**src/rtl/bwt_pkg.sv**
```systemverilog
package bwt_pkg;

    localparam int ENTRIES_DEF = 16;

    // operation codes
    localparam logic [1:0] OP_ADD    = 2'd0;
    localparam logic [1:0] OP_DELETE = 2'd1;
    localparam logic [1:0] OP_FETCH  = 2'd2;
    localparam logic [1:0] OP_ACCESS = 2'd3;

    // entry kinds
    localparam logic KIND_BREAK = 1'b0;
    localparam logic KIND_WATCH = 1'b1;

    // status codes
    localparam logic [1:0] ST_OK        = 2'd0;
    localparam logic [1:0] ST_FULL      = 2'd1;
    localparam logic [1:0] ST_NOT_FOUND = 2'd2;

    // clears the byte offset of a data address
    localparam logic [31:0] WORD_MASK = 32'hFFFF_FFFC;

    typedef struct packed {
        logic [1:0]  op;
        logic [31:0] address;
        logic        kind;
        logic [15:0] serial;
        logic [31:0] pc;
    } t_req;

    typedef struct packed {
        logic [1:0]  status;
        logic        hit;
        logic [15:0] hit_serial;
    } t_rsp;

    typedef struct packed {
        logic [31:0] address;
        logic        kind;
        logic [15:0] serial;
    } t_entry;

endpackage

```
**src/rtl/bwt_stream_if.sv**
```systemverilog
interface bwt_stream_if #(
    parameter type t_payload = logic
) ();
    logic     valid;
    logic     ready;
    t_payload data;

    modport source (output valid, output data, input ready);
    modport sink   (input valid, input data, output ready);
endinterface

```
**src/rtl/breakpoint_watchpoint_table.sv**
```systemverilog
// channel   dir  payload        notes
// i_req     in   bwt_pkg::t_req  op, address, kind, serial, pc; one word per item
// o_rsp     out  bwt_pkg::t_rsp  status, hit, hit_serial; one word per item
//
// each item is scanned at one entry read per cycle, then one step takes in the last read
// and the decide step writes its result word
// synchronous active-low reset empties the table (valid flags), zeroes the serial
// counter and both skip trackers; entry memory contents are not reset
// a result word waits in the output register while the next item is scanned;
// the decide step stalls only if that register is still full
module breakpoint_watchpoint_table #(
    parameter int ENTRIES = bwt_pkg::ENTRIES_DEF
) (
    input  logic          i_clk,
    input  logic          i_rst_n,
    bwt_stream_if.sink    i_req,
    bwt_stream_if.source  o_rsp
);

    localparam int IW = (ENTRIES > 1) ? $clog2(ENTRIES) : 1;
    localparam int CW = $clog2(ENTRIES + 1);

    typedef enum logic [1:0] {
        S_IDLE,
        S_SCAN,
        S_FINISH
    } t_state;

    t_state r_state;

    // item being worked on
    bwt_pkg::t_req r_req;
    logic [31:0]   r_key;      // pc for fetch, aligned address for access

    // scan control
    logic [CW-1:0] r_cnt;      // next entry to read
    logic          r_rd_act;   // a read returns this cycle
    logic [IW-1:0] r_ridx;     // entry of the returning read

    // scan results
    logic          r_found;
    logic [IW-1:0] r_fidx;
    logic [15:0]   r_fser;
    logic          r_free;
    logic [IW-1:0] r_free_idx;

    // table state
    logic [ENTRIES-1:0] r_valid;
    logic [15:0]        r_next_serial;
    logic [31:0]        r_last_break_pc;
    logic               r_break_skip;
    logic [31:0]        r_last_watch_pc;
    logic               r_watch_skip;

    // output register
    logic          r_out_vld;
    bwt_pkg::t_rsp r_out;

    // entry memory, one read port and one write port
    bwt_pkg::t_entry r_mem [ENTRIES];
    bwt_pkg::t_entry r_mem_q;

    logic            rd_en;
    logic [IW-1:0]   rd_addr;
    logic            ent_vld;
    logic            ent_match;
    logic            chk_kind;
    logic            is_check;
    logic            fin_go;
    logic [15:0]     n_serial;
    logic [31:0]     sel_last_pc;
    logic            sel_skip;
    logic            skip_now;
    logic            do_add;
    logic            do_del;
    logic            do_check;
    bwt_pkg::t_rsp   n_rsp;
    bwt_pkg::t_entry n_entry;

    assign i_req.ready = (r_state == S_IDLE);
    assign o_rsp.valid = r_out_vld;
    assign o_rsp.data  = r_out;

    assign rd_en   = (r_state == S_SCAN) && (r_cnt < CW'(ENTRIES));
    assign rd_addr = r_cnt[IW-1:0];

    assign chk_kind = (r_req.op == bwt_pkg::OP_ACCESS) ? bwt_pkg::KIND_WATCH
                                                       : bwt_pkg::KIND_BREAK;
    assign is_check = (r_req.op == bwt_pkg::OP_FETCH) || (r_req.op == bwt_pkg::OP_ACCESS);

    // compare the entry coming out of memory against the item
    always_comb begin
        ent_vld = r_valid[r_ridx];
        unique case (r_req.op)
            bwt_pkg::OP_ADD:    ent_match = ent_vld && (r_mem_q.address == r_req.address);
            bwt_pkg::OP_DELETE: ent_match = ent_vld && (r_mem_q.serial == r_req.serial);
            default:            ent_match = ent_vld && (r_mem_q.kind == chk_kind)
                                            && (r_mem_q.address == r_key);
        endcase
    end

    // decide step: result word and write-back
    always_comb begin
        fin_go      = (r_state == S_FINISH) && (!r_out_vld || o_rsp.ready);
        n_serial    = r_next_serial + 16'd1;
        sel_last_pc = (r_req.op == bwt_pkg::OP_ACCESS) ? r_last_watch_pc : r_last_break_pc;
        sel_skip    = (r_req.op == bwt_pkg::OP_ACCESS) ? r_watch_skip : r_break_skip;
        skip_now    = (sel_last_pc == r_req.pc) && sel_skip;

        do_add   = (r_req.op == bwt_pkg::OP_ADD) && !r_found && r_free;
        do_del   = (r_req.op == bwt_pkg::OP_DELETE) && r_found;
        do_check = is_check && r_found;

        n_rsp.status     = bwt_pkg::ST_OK;
        n_rsp.hit        = 1'b0;
        n_rsp.hit_serial = '0;
        unique case (r_req.op)
            bwt_pkg::OP_ADD: begin
                if (!r_found) begin
                    if (r_free) begin
                        n_rsp.hit_serial = n_serial;
                    end else begin
                        n_rsp.status = bwt_pkg::ST_FULL;
                    end
                end
            end
            bwt_pkg::OP_DELETE: begin
                if (!r_found) begin
                    n_rsp.status = bwt_pkg::ST_NOT_FOUND;
                end
            end
            default: begin
                if (r_found && !skip_now) begin
                    n_rsp.hit        = 1'b1;
                    n_rsp.hit_serial = r_fser;
                end
            end
        endcase

        n_entry.address = r_req.address;
        n_entry.kind    = r_req.kind;
        n_entry.serial  = n_serial;
    end

    // entry memory
    always_ff @(posedge i_clk) begin
        if (fin_go && do_add) begin
            r_mem[r_free_idx] <= n_entry;
        end
        if (rd_en) begin
            r_mem_q <= r_mem[rd_addr];
        end
    end

    always_ff @(posedge i_clk) begin
        if (!i_rst_n) begin
            r_state         <= S_IDLE;
            r_out_vld       <= 1'b0;
            r_valid         <= '0;
            r_next_serial   <= '0;
            r_last_break_pc <= '0;
            r_break_skip    <= 1'b0;
            r_last_watch_pc <= '0;
            r_watch_skip    <= 1'b0;
            r_rd_act        <= 1'b0;
            r_cnt           <= '0;
            r_found         <= 1'b0;
            r_free          <= 1'b0;
        end else begin
            // a word leaving while the decide step refills the register stays valid
            if (o_rsp.valid && o_rsp.ready && !fin_go) begin
                r_out_vld <= 1'b0;
            end

            unique case (r_state)
                S_IDLE: begin
                    if (i_req.valid) begin
                        r_req    <= i_req.data;
                        r_key    <= (i_req.data.op == bwt_pkg::OP_ACCESS)
                                    ? (i_req.data.address & bwt_pkg::WORD_MASK)
                                    : i_req.data.pc;
                        r_cnt    <= '0;
                        r_rd_act <= 1'b0;
                        r_found  <= 1'b0;
                        r_free   <= 1'b0;
                        r_state  <= S_SCAN;
                    end
                end

                S_SCAN: begin
                    r_rd_act <= rd_en;
                    r_ridx   <= rd_addr;
                    if (rd_en) begin
                        r_cnt <= r_cnt + CW'(1);
                    end
                    // keep the lowest matching and the lowest free entry
                    if (r_rd_act) begin
                        if (ent_match && !r_found) begin
                            r_found <= 1'b1;
                            r_fidx  <= r_ridx;
                            r_fser  <= r_mem_q.serial;
                        end
                        if (!ent_vld && !r_free) begin
                            r_free     <= 1'b1;
                            r_free_idx <= r_ridx;
                        end
                    end
                    if (!rd_en) begin
                        r_state <= S_FINISH;
                    end
                end

                S_FINISH: begin
                    if (fin_go) begin
                        r_out     <= n_rsp;
                        r_out_vld <= 1'b1;
                        r_state   <= S_IDLE;
                        if (do_add) begin
                            r_valid[r_free_idx] <= 1'b1;
                            r_next_serial       <= n_serial;
                        end
                        if (do_del) begin
                            r_valid[r_fidx] <= 1'b0;
                        end
                        // alternate hit and skip at a repeated pc
                        if (do_check) begin
                            if (r_req.op == bwt_pkg::OP_ACCESS) begin
                                if (skip_now) begin
                                    r_watch_skip <= 1'b0;
                                end else begin
                                    r_last_watch_pc <= r_req.pc;
                                    r_watch_skip    <= 1'b1;
                                end
                            end else begin
                                if (skip_now) begin
                                    r_break_skip <= 1'b0;
                                end else begin
                                    r_last_break_pc <= r_req.pc;
                                    r_break_skip    <= 1'b1;
                                end
                            end
                        end
                    end
                end

                default: begin
                    r_state <= S_IDLE;
                end
            endcase
        end
    end

endmodule

```
**src/flat_wrapper.sv**
```systemverilog
// flat-port wrapper written by rule: the top's interface ports become plain ports
module breakpoint_watchpoint_table_flat 
#(
    parameter int ENTRIES = bwt_pkg::ENTRIES_DEF
)
  (i_clk, i_rst_n, i_req_valid, i_req_data, i_req_ready, o_rsp_valid, o_rsp_data, o_rsp_ready);
  bwt_stream_if #(.t_payload(bwt_pkg::t_req)) i_req_i ();
  bwt_stream_if #(.t_payload(bwt_pkg::t_rsp)) o_rsp_i ();
  input  logic i_clk;
  input  logic i_rst_n;
  input wire logic [$bits(i_req_i.valid)-1:0] i_req_valid;
  input wire logic [$bits(i_req_i.data)-1:0] i_req_data;
  output wire logic [$bits(i_req_i.ready)-1:0] i_req_ready;
  output wire logic [$bits(o_rsp_i.valid)-1:0] o_rsp_valid;
  output wire logic [$bits(o_rsp_i.data)-1:0] o_rsp_data;
  input wire logic [$bits(o_rsp_i.ready)-1:0] o_rsp_ready;
  assign i_req_i.valid = i_req_valid;
  assign i_req_i.data = i_req_data;
  assign i_req_ready = i_req_i.ready;
  assign o_rsp_valid = o_rsp_i.valid;
  assign o_rsp_data = o_rsp_i.data;
  assign o_rsp_i.ready = o_rsp_ready;
  breakpoint_watchpoint_table #(.ENTRIES(ENTRIES)) u_core (.i_clk(i_clk), .i_rst_n(i_rst_n), .i_req(i_req_i), .o_rsp(o_rsp_i));
endmodule
```
**config.mk**
```make
export PLATFORM = sky130hd
export DESIGN_NAME = breakpoint_watchpoint_table_flat
export DESIGN_NICKNAME = d
export VERILOG_FILES = /design/src/rtl/bwt_pkg.sv /design/src/rtl/bwt_stream_if.sv /design/src/rtl/breakpoint_watchpoint_table.sv /design/src/flat_wrapper.sv
export SDC_FILE = /design/constraint.sdc
export NUM_CORES = 1
export LEC_CHECK = 0
export BUFFER_PORTS_ARGS = -buffer_cell sky130_fd_sc_hd__buf_2
export CAP_MARGIN = 20
export CORE_MARGIN = 8
export CORE_UTILIZATION = 35
export CTS_BUF_LIST = sky130_fd_sc_hd__clkbuf_2 sky130_fd_sc_hd__clkbuf_4 sky130_fd_sc_hd__clkbuf_8
export DETAILED_ROUTE_END_ITERATION = 10
export PLACE_DENSITY = 0.5
export RECOVER_POWER = 25
export SYNTH_ARGS = -nofsm -noshare
export SYNTH_HDL_FRONTEND = slang
export SYNTH_SLANG_ARGS = --single-unit
```
**constraint.sdc**
```tcl
create_clock -name i_clk -period 15.4 [get_ports i_clk]
set_clock_uncertainty 0.1 [all_clocks]
set_input_delay 0 -clock i_clk [delete_from_list [all_inputs] [get_ports i_clk]]
set_output_delay 0 -clock i_clk [all_outputs]
set_load 0.01 [all_outputs]
```
==> summary.txt, run 1 <==
========================================================================================
Via count of the first global-routing pass                                        23,089
Switching component of the power                                                 1.34 mW
Number of buffer and inverter instances along the worst setup path                     0
Failing checks                                                              capacitance limit, slew limit
Number of standard cells after synthesis                                           2,077
WS Path Type                                                                  reg -> reg
Power density of the placed cells                                            120 nW/um^2
Largest net degree at the start of global routing                                     99
Fraction of power consumed by sequential logic                                     54.2%
WP data required                                                                16.07 ns
Filler instances                                                                  10,714
Time the worst path needs with I/O delays and setup                              4.82 ns
Net count of the mapped netlist                                                    2,166
Delay-heaviest family, CP                                                   simple AND/OR/NAND/NOR gates
Worst-Margin Slew                                                                2.15 ns
Master cell of the clock root buffer                                            clkbuf_8
Number of iterations in the first detailed-routing pass                                5
Setup crit end kind                                                             register
Number of max-cap violations                                                           1
Number of port buffers                                                               107
Congestion Overflow GR                                                                 0
Wire per inst                                                               26.7 microns
Slew Limit Fails                                                                      22
Max Buffers Root-to-Sink                                                               3
Largest cells by area after synthesis                                       edfxtp_1 70%, mux4_2 13%, dfxtp_1 5.1%
Total half-perimeter wirelength after legalization and detailed placement        65.0 mm
Final setup vio count                                                                  0
Critical-path top delay cell                                                       or4_2
Area of the die                                                             133,000 sq um
I/O pin cnt                                                                          108
Sequential fraction of the synthesis area                                          75.3%
Most common cell in the synthesized netlist                                     edfxtp_1
Final period util                                                                  31.3%
Antenna violations before repair                                                      14
Fraction of the core area covered by cells at the end of the flow                  41.9%
Mean area per synthesized cell                                                20.5 sq um
Post-CTS sizing                                                                        0
Maximum operating frequency                                                      207 MHz
Drt total wl                                                                      115 mm
Switching share of total power                                                     21.9%
Post-route ant nets                                                                    0
Status                                                                      finished with violations
Global-route usage over all layers                                                 17.2%
DRC violations left                                                                    0
Distinct cell type count after synthesis                                              56
H-tree levels                                                                          4
Ordered cell list for the critical path                                     and2_1 -> mux2i_1 -> a32oi_1 -> nand4_1 -> or4_4 -> a2111oi_4 -> or4_2 -> mux2i_1
Relative slew slack                                                               -43.2%
First-pass GRT wire length                                                        164 mm
Die Height                                                                   365 microns
Share of flip-flops with an asynchronous set or reset after synthesis                 0%
Number of synthesis warnings                                                           0
Number of vias per cell                                                             5.12
Post-Syn Area                                                               42,600 sq um
Sequential cell area                                                        32,100 sq um
Type of the tightest min-delay check                                           in -> reg
Setup repair after global routing missed its margin                                   no
Clock net sink count                                                               1,104
Number of enable-type register cells in the synthesized netlist                      995
DRC violation total after the first TritonRoute iteration                          1,979
Highest ir drop seen on vdd                                                    0.0733 mV
Most common flop cell mapped by yosys                                           edfxtp_1
Nets@finish                                                                        2,593
Combinational share of power                                                        3.7%
Cell accounting for the most synthesized area                                   edfxtp_1
Total placed cells including tap cells                                             3,765
CTS buffer count                                                                     185
Horiz. Die Dim                                                               365 microns
Fraction of layout cells with a size suffix above 1                                28.5%
Sum of negative setup slack                                                         0 ns
Insertion delay to the later sink of the worst-skew pair                         0.87 ns
Data arrival time of the worst path                                              5.49 ns
Clock tree from TritonCTS                                                            yes
Top fanout value on the critical path                                                 33
Startpoint types                                                                register
Synth top area share                                                               70.2%
Delay of the slowest cell on the worst path                                      0.94 ns
Area overhead of the layout relative to synthesis                                  19.2%
Core area                                                                   121,000 sq um
Most used cell, CP                                                               mux2i_1
Number of synthesized register bits                                                1,104
Final cell count without fillers                                                   4,288
Internal Power                                                                   4.77 mW
Clock group share of total power                                                   42.2%
Area used by multi-input combinational logic                                10,300 sq um
Clock transition at the registers of the reported paths                          0.06 ns
Leakage power                                                                    16.9 nW
Number of hold-slack violations in the final timing report                             0
Initial core utilization                                                           35.1%
Weighted congestion at the end of routability-driven global placement              0.780
Row count                                                                            128
Via count                                                                         21,943
Commonest cells in the synthesized netlist                                  995 x edfxtp_1, 250 x mux4_2, 131 x nand2_1
========================================================================================
## layout by cell type (no fill, tap or decap), types with 52 or more instances in the layout
master / synthesis / routed
nand2_1: 131 / 130
clkbuf_8: 0 / 192
mux4_2: 250 / 250
clkbuf_4: 0 / 67
edfxtp_1: 995 / 995
buf_2: 7 / 70
mux2i_1: 77 / 77
xor2_1: 84 / 80
dlygate4sd3_1: 0 / 175
xnor2_1: 55 / 52
dfxtp_1: 109 / 106
## stage by stage
step | cell area [sq um] | setup WS, ns | hold WS, ns | total power, mW
final | 50800 | 10.58 | 0.107 | 6.12
after global routing | 50800 | 10.34 | 0.0635 | 6.34
after CTS | 50800 | 10.57 | 0.00351 | 6.20
after detailed placement | 45400 | 10.58 | 0.0781 | 3.57
after global placement | 45300 | 10.71 | 0.0769 | 3.56
after floorplan | 42600 | 9.44 | -0.00113 | 3.48
## per-layer routing
layer  routed length (microns)  track usage, %  share of wire, %
met3                      7910            4.13               6.9
met4                      2880            5.42               2.5
met2                     54000            27.1                47
met5                         0               0                 0
met1                     49800            23.5                43
## power groups by stage
stage	sequential, mW	clock [mW]	combinational [mW]
final	3.31	2.58	0.225
after floorplan	3.35	0	0.126
after CTS	3.31	2.65	0.229
after global placement	3.37	0	0.192
after global routing	3.31	2.79	0.240
after detailed placement	3.37	0	0.193
## cell type report
cell class              count  share of cell area (%)
well taps                1625                    4.00
repair buffers            332                    5.29
clock inverters            82                    1.03
diodes                      5                  0.0246
clock buffers             259                    6.19
inverters                  17                   0.126
multi-input cells         864                    20.2
flip-flops and latches   1104                    63.2
## worst paths after layout
check	startpoint	end	slack [ns]	depth (start not counted)
worst max-delay path	u_core.r_req[81]	u_core.r_last_break_pc[14]	10.58	8
worst min-delay path	i_rst_n	u_core.r_valid[11]	0.11	3
worst max register to register	u_core.r_req[81]	u_core.r_last_break_pc[14]	10.58	8
worst min register to register	u_core.r_last_watch_pc[1]	u_core.r_last_watch_pc[1]	0.35	2
## repair_timing
action / 4_1_cts / 5_1_grt
hold buffers: 175 / 0
endpoints found under the hold margin: 312 / 0
buffers inserted: 0 / 0
## worst min-delay path, cell delays in order
cell and delay (ns):
dlygate4sd3_1 0.55, buf_4 0.27, o221a_2 0.17
## state kept, by name, summed over array words and instances, names as in the netlist, 19 cells and up
register,cells
u_core.o_rsp.data,19
u_core.r_mem_q,49
u_core.r_last_break_pc,32
u_core.n_entry,33
u_core.r_mem,784
u_core.r_req,50
u_core.r_last_watch_pc,32
u_core.r_key,32
## logic make-up (layout without fill, tap and decap cells)
family | count (synthesis) | after routing | synth area share (%)
flops | 1104 | 1104 | 75.3
compound gates | 80 | 80 | 1.62
fa+ha+maj | 2 | 2 | 0.0587
other cells | 0 | 5 | 0
buf+inv | 109 | 690 | 1.10
mux | 357 | 357 | 15.8
simple gates | 286 | 286 | 3.26
xor+xnor | 139 | 139 | 2.86
(Power assumes the default switching activity.)
==> inputs of run 2 (changes only) <==
--- a/config.mk
+++ b/config.mk
@@ -11,7 +11,7 @@
 export CORE_UTILIZATION = 35
 export CTS_BUF_LIST = sky130_fd_sc_hd__clkbuf_2 sky130_fd_sc_hd__clkbuf_4 sky130_fd_sc_hd__clkbuf_8
 export DETAILED_ROUTE_END_ITERATION = 10
-export PLACE_DENSITY = 0.5
+export PLACE_DENSITY = 0.51
 export RECOVER_POWER = 25
 export SYNTH_ARGS = -nofsm -noshare
 export SYNTH_HDL_FRONTEND = slang
==> constraint.sdc (replaced) <==
create_clock -name i_clk -period 4.4 [get_ports i_clk]
set_clock_uncertainty 0.1 [all_clocks]
set_input_delay 0 -clock i_clk [delete_from_list [all_inputs] [get_ports i_clk]]
set_output_delay 0 -clock i_clk [all_outputs]
set_load 0.01 [all_outputs]
==> summary.txt, run 2 (synthesized netlist as in run 1, its figures left out) <==
========================================================================================
Critical Path Sink                                                          u_core.o_rsp.data[0]
Slew Limit Fails                                                                      19
Type of the tightest min-delay check                                           in -> reg
Endpoint of the most critical register-to-register path                     u_core.o_rsp.data[0]
H-tree levels                                                                          4
Clock net sink count                                                               1,104
Area of the die                                                             133,000 sq um
Final setup margin                                                              0.603 ns
Via count                                                                         22,142
Master cell of the clock root buffer                                            clkbuf_8
WS Path Type                                                                  reg -> reg
Number of buffer and inverter instances along the worst setup path                     1
Weighted congestion at the end of routability-driven global placement              0.811
R2r worst-path depth                                                                   9
Registers with the most flip-flops                                          u_core.r_mem (784), u_core.r_req (50), u_core.r_mem_q (49)
DRC violations left                                                                    0
Final period util                                                                  86.3%
Via count of the first global-routing pass                                        23,275
Most flops, register                                                        u_core.r_mem
Fraction of layout cells with a size suffix above 1                                28.9%
Number of hold-slack violations in the final timing report                             0
Number of max-cap violations                                                           1
Finished Cell Area                                                          51,400 sq um
Drt total wl                                                                      116 mm
Number of port buffers                                                               107
Die Height                                                                   365 microns
First-pass GRT wire length                                                        167 mm
Row count                                                                            128
Ordered cell list for the critical path                                     and2_1 -> buf_4 -> nand2_1 -> a2111oi_0 -> a31oi_1 -> or4_4 -> a2111oi_4 -> nor2_2 -> a22o_1
Worst Hold Depth                                                                       3
Pre-CTS worst setup slack                                                       0.637 ns
Total half-perimeter wirelength after legalization and detailed placement        68.5 mm
Area overhead of the layout relative to synthesis                                  20.6%
Worst-Margin Slew                                                                1.70 ns
Global-route usage over all layers                                                 17.4%
Congestion Overflow GR                                                                 0
Power density of the placed cells                                            422 nW/um^2
Antenna violations before repair                                                       9
Number of vias per cell                                                             5.13
Filler instances                                                                  10,646
Setup Fix Bufs, Post-CTS                                                               0
Clock tree from TritonCTS                                                            yes
Largest net degree at the start of global routing                                    100
DRC violation total after the first TritonRoute iteration                          2,054
Status                                                                      finished with violations
Delay of the slowest cell on the worst path                                      0.55 ns
Initial core utilization                                                           35.1%
Horiz. Die Dim                                                               365 microns
Commonest non-fill, non-tap cells in the layout                             995 x edfxtp_1, 250 x mux4_2, 194 x clkbuf_8, 180 x dlygate4sd3_1, 130 x nand2_1
Post-route ant nets                                                                    0
Minimum hold slack                                                              0.117 ns
Time the worst path needs with I/O delays and setup                              3.80 ns
Max Buffers Root-to-Sink                                                               3
Critical path launch point                                                  u_core.r_req[81]
Nets@finish                                                                        2,625
I/O pin cnt                                                                          108
Wire per inst                                                               27.0 microns
Top fanout value on the critical path                                                 17
Register-to-register setup slack                                                 0.60 ns
Sum of negative setup slack                                                         0 ns
Core area                                                                   121,000 sq um
CTS buffer count                                                                     182
Total cell area at the placement stage                                      45,800 sq um
Insertion delay to the later sink of the worst-skew pair                         0.87 ns
Critical path depth                                                                    9
Setup repair after global routing missed its margin                                   no
Startpoint types                                                                register
Clock transition at the registers of the reported paths                          0.07 ns
Maximum operating frequency                                                      263 MHz
Failing checks                                                              capacitance limit, slew limit
Setup crit end kind                                                             register
Number of iterations in the first detailed-routing pass                                5
Fraction of the core area covered by cells at the end of the flow                  42.4%
Data arrival time of the worst path                                              4.28 ns
Delay-heaviest family, CP                                                   compound AO/OA/AOI/OAI gates
Most common cell after layout, fill and taps aside                              edfxtp_1
Flip-flop count of the largest register after layout                                 784
WP data required                                                                 4.89 ns
Final setup vio count                                                                  0
Critical-path top delay cell                                                       or4_4
Leakage power                                                                    17.1 nW
Reg2Reg Launch Point                                                        u_core.r_req[81]
Highest ir drop seen on vdd                                                     0.221 mV
Relative slew slack                                                               -13.7%
========================================================================================
## run 2: cell count changes in the layout (fill, tap and decap cells not counted), sizes merged
cell	change
clkinvlp	+2
buf	+28
bufinv	+6
diode	-2
clkbuf	-8
inv	-1
clkinv	-2
dlygate4sd3	+5
## run 2: metrics by stage
step                      total power, mW  std cells
after floorplan                      12.2       2077
after global placement               12.5       3794
after detailed placement             12.5       3794
after CTS                            21.9       4310
after global routing                 22.4       4314
final                                21.7       4316
## run 2: where the power goes
part | leakage, nW | switching, mW | internal (mW) | total, mW
sequential | 10.5 | 0.133 | 11.4 | 11.6
combinational | 4.65 | 0.422 | 0.411 | 0.833
clock | 1.97 | 4.11 | 5.13 | 9.24
## run 2: layout make-up
type	instances	area (sq um)	area share, %
antenna	3	7.51	0.0146
clock buffer	249	3080	6.00
clock inverter	87	656	1.28
inverter	17	63.8	0.124
multi-input combinational	864	10300	20.0
sequential	1104	32100	62.5
tap	1625	2030	3.96
timing repair buffer	367	3180	6.20
## run 2: per-layer routing
layer / up-vias / routed length, microns / global-route usage, %
li1: 9403 / - / -
met1: 11903 / 52300 / 24.6
met2: 673 / 55800 / 27.8
met3: 163 / 6200 / 3.09
met4: 0 / 2230 / 4.65
met5: - / 0 / 0
## run 2: repair_timing
action / CTS / global route
hold buffers: 180 / 0
gates resized for setup: 0 / 0
endpoints found under the hold margin: 280 / 0
## run 2: worst min-delay path, delay by kind of cell
kind            cells  cell delay [ns]
buf+inv             2             0.82
compound gates      1             0.18
## run 2: worst min-delay path by stage
stage,startpoint,endpoint
2_1_floorplan,i_req_data[48],u_core.n_entry[16]
3_3_place_gp,i_req_data[43],u_core.r_req[43]
3_5_place_dp,i_req_data[33],u_core.r_req[33]
4_1_cts,i_rst_n,u_core.r_valid[12]
5_1_grt,i_rst_n,u_core.r_valid[3]
6_report,i_rst_n,u_core.r_rd_act
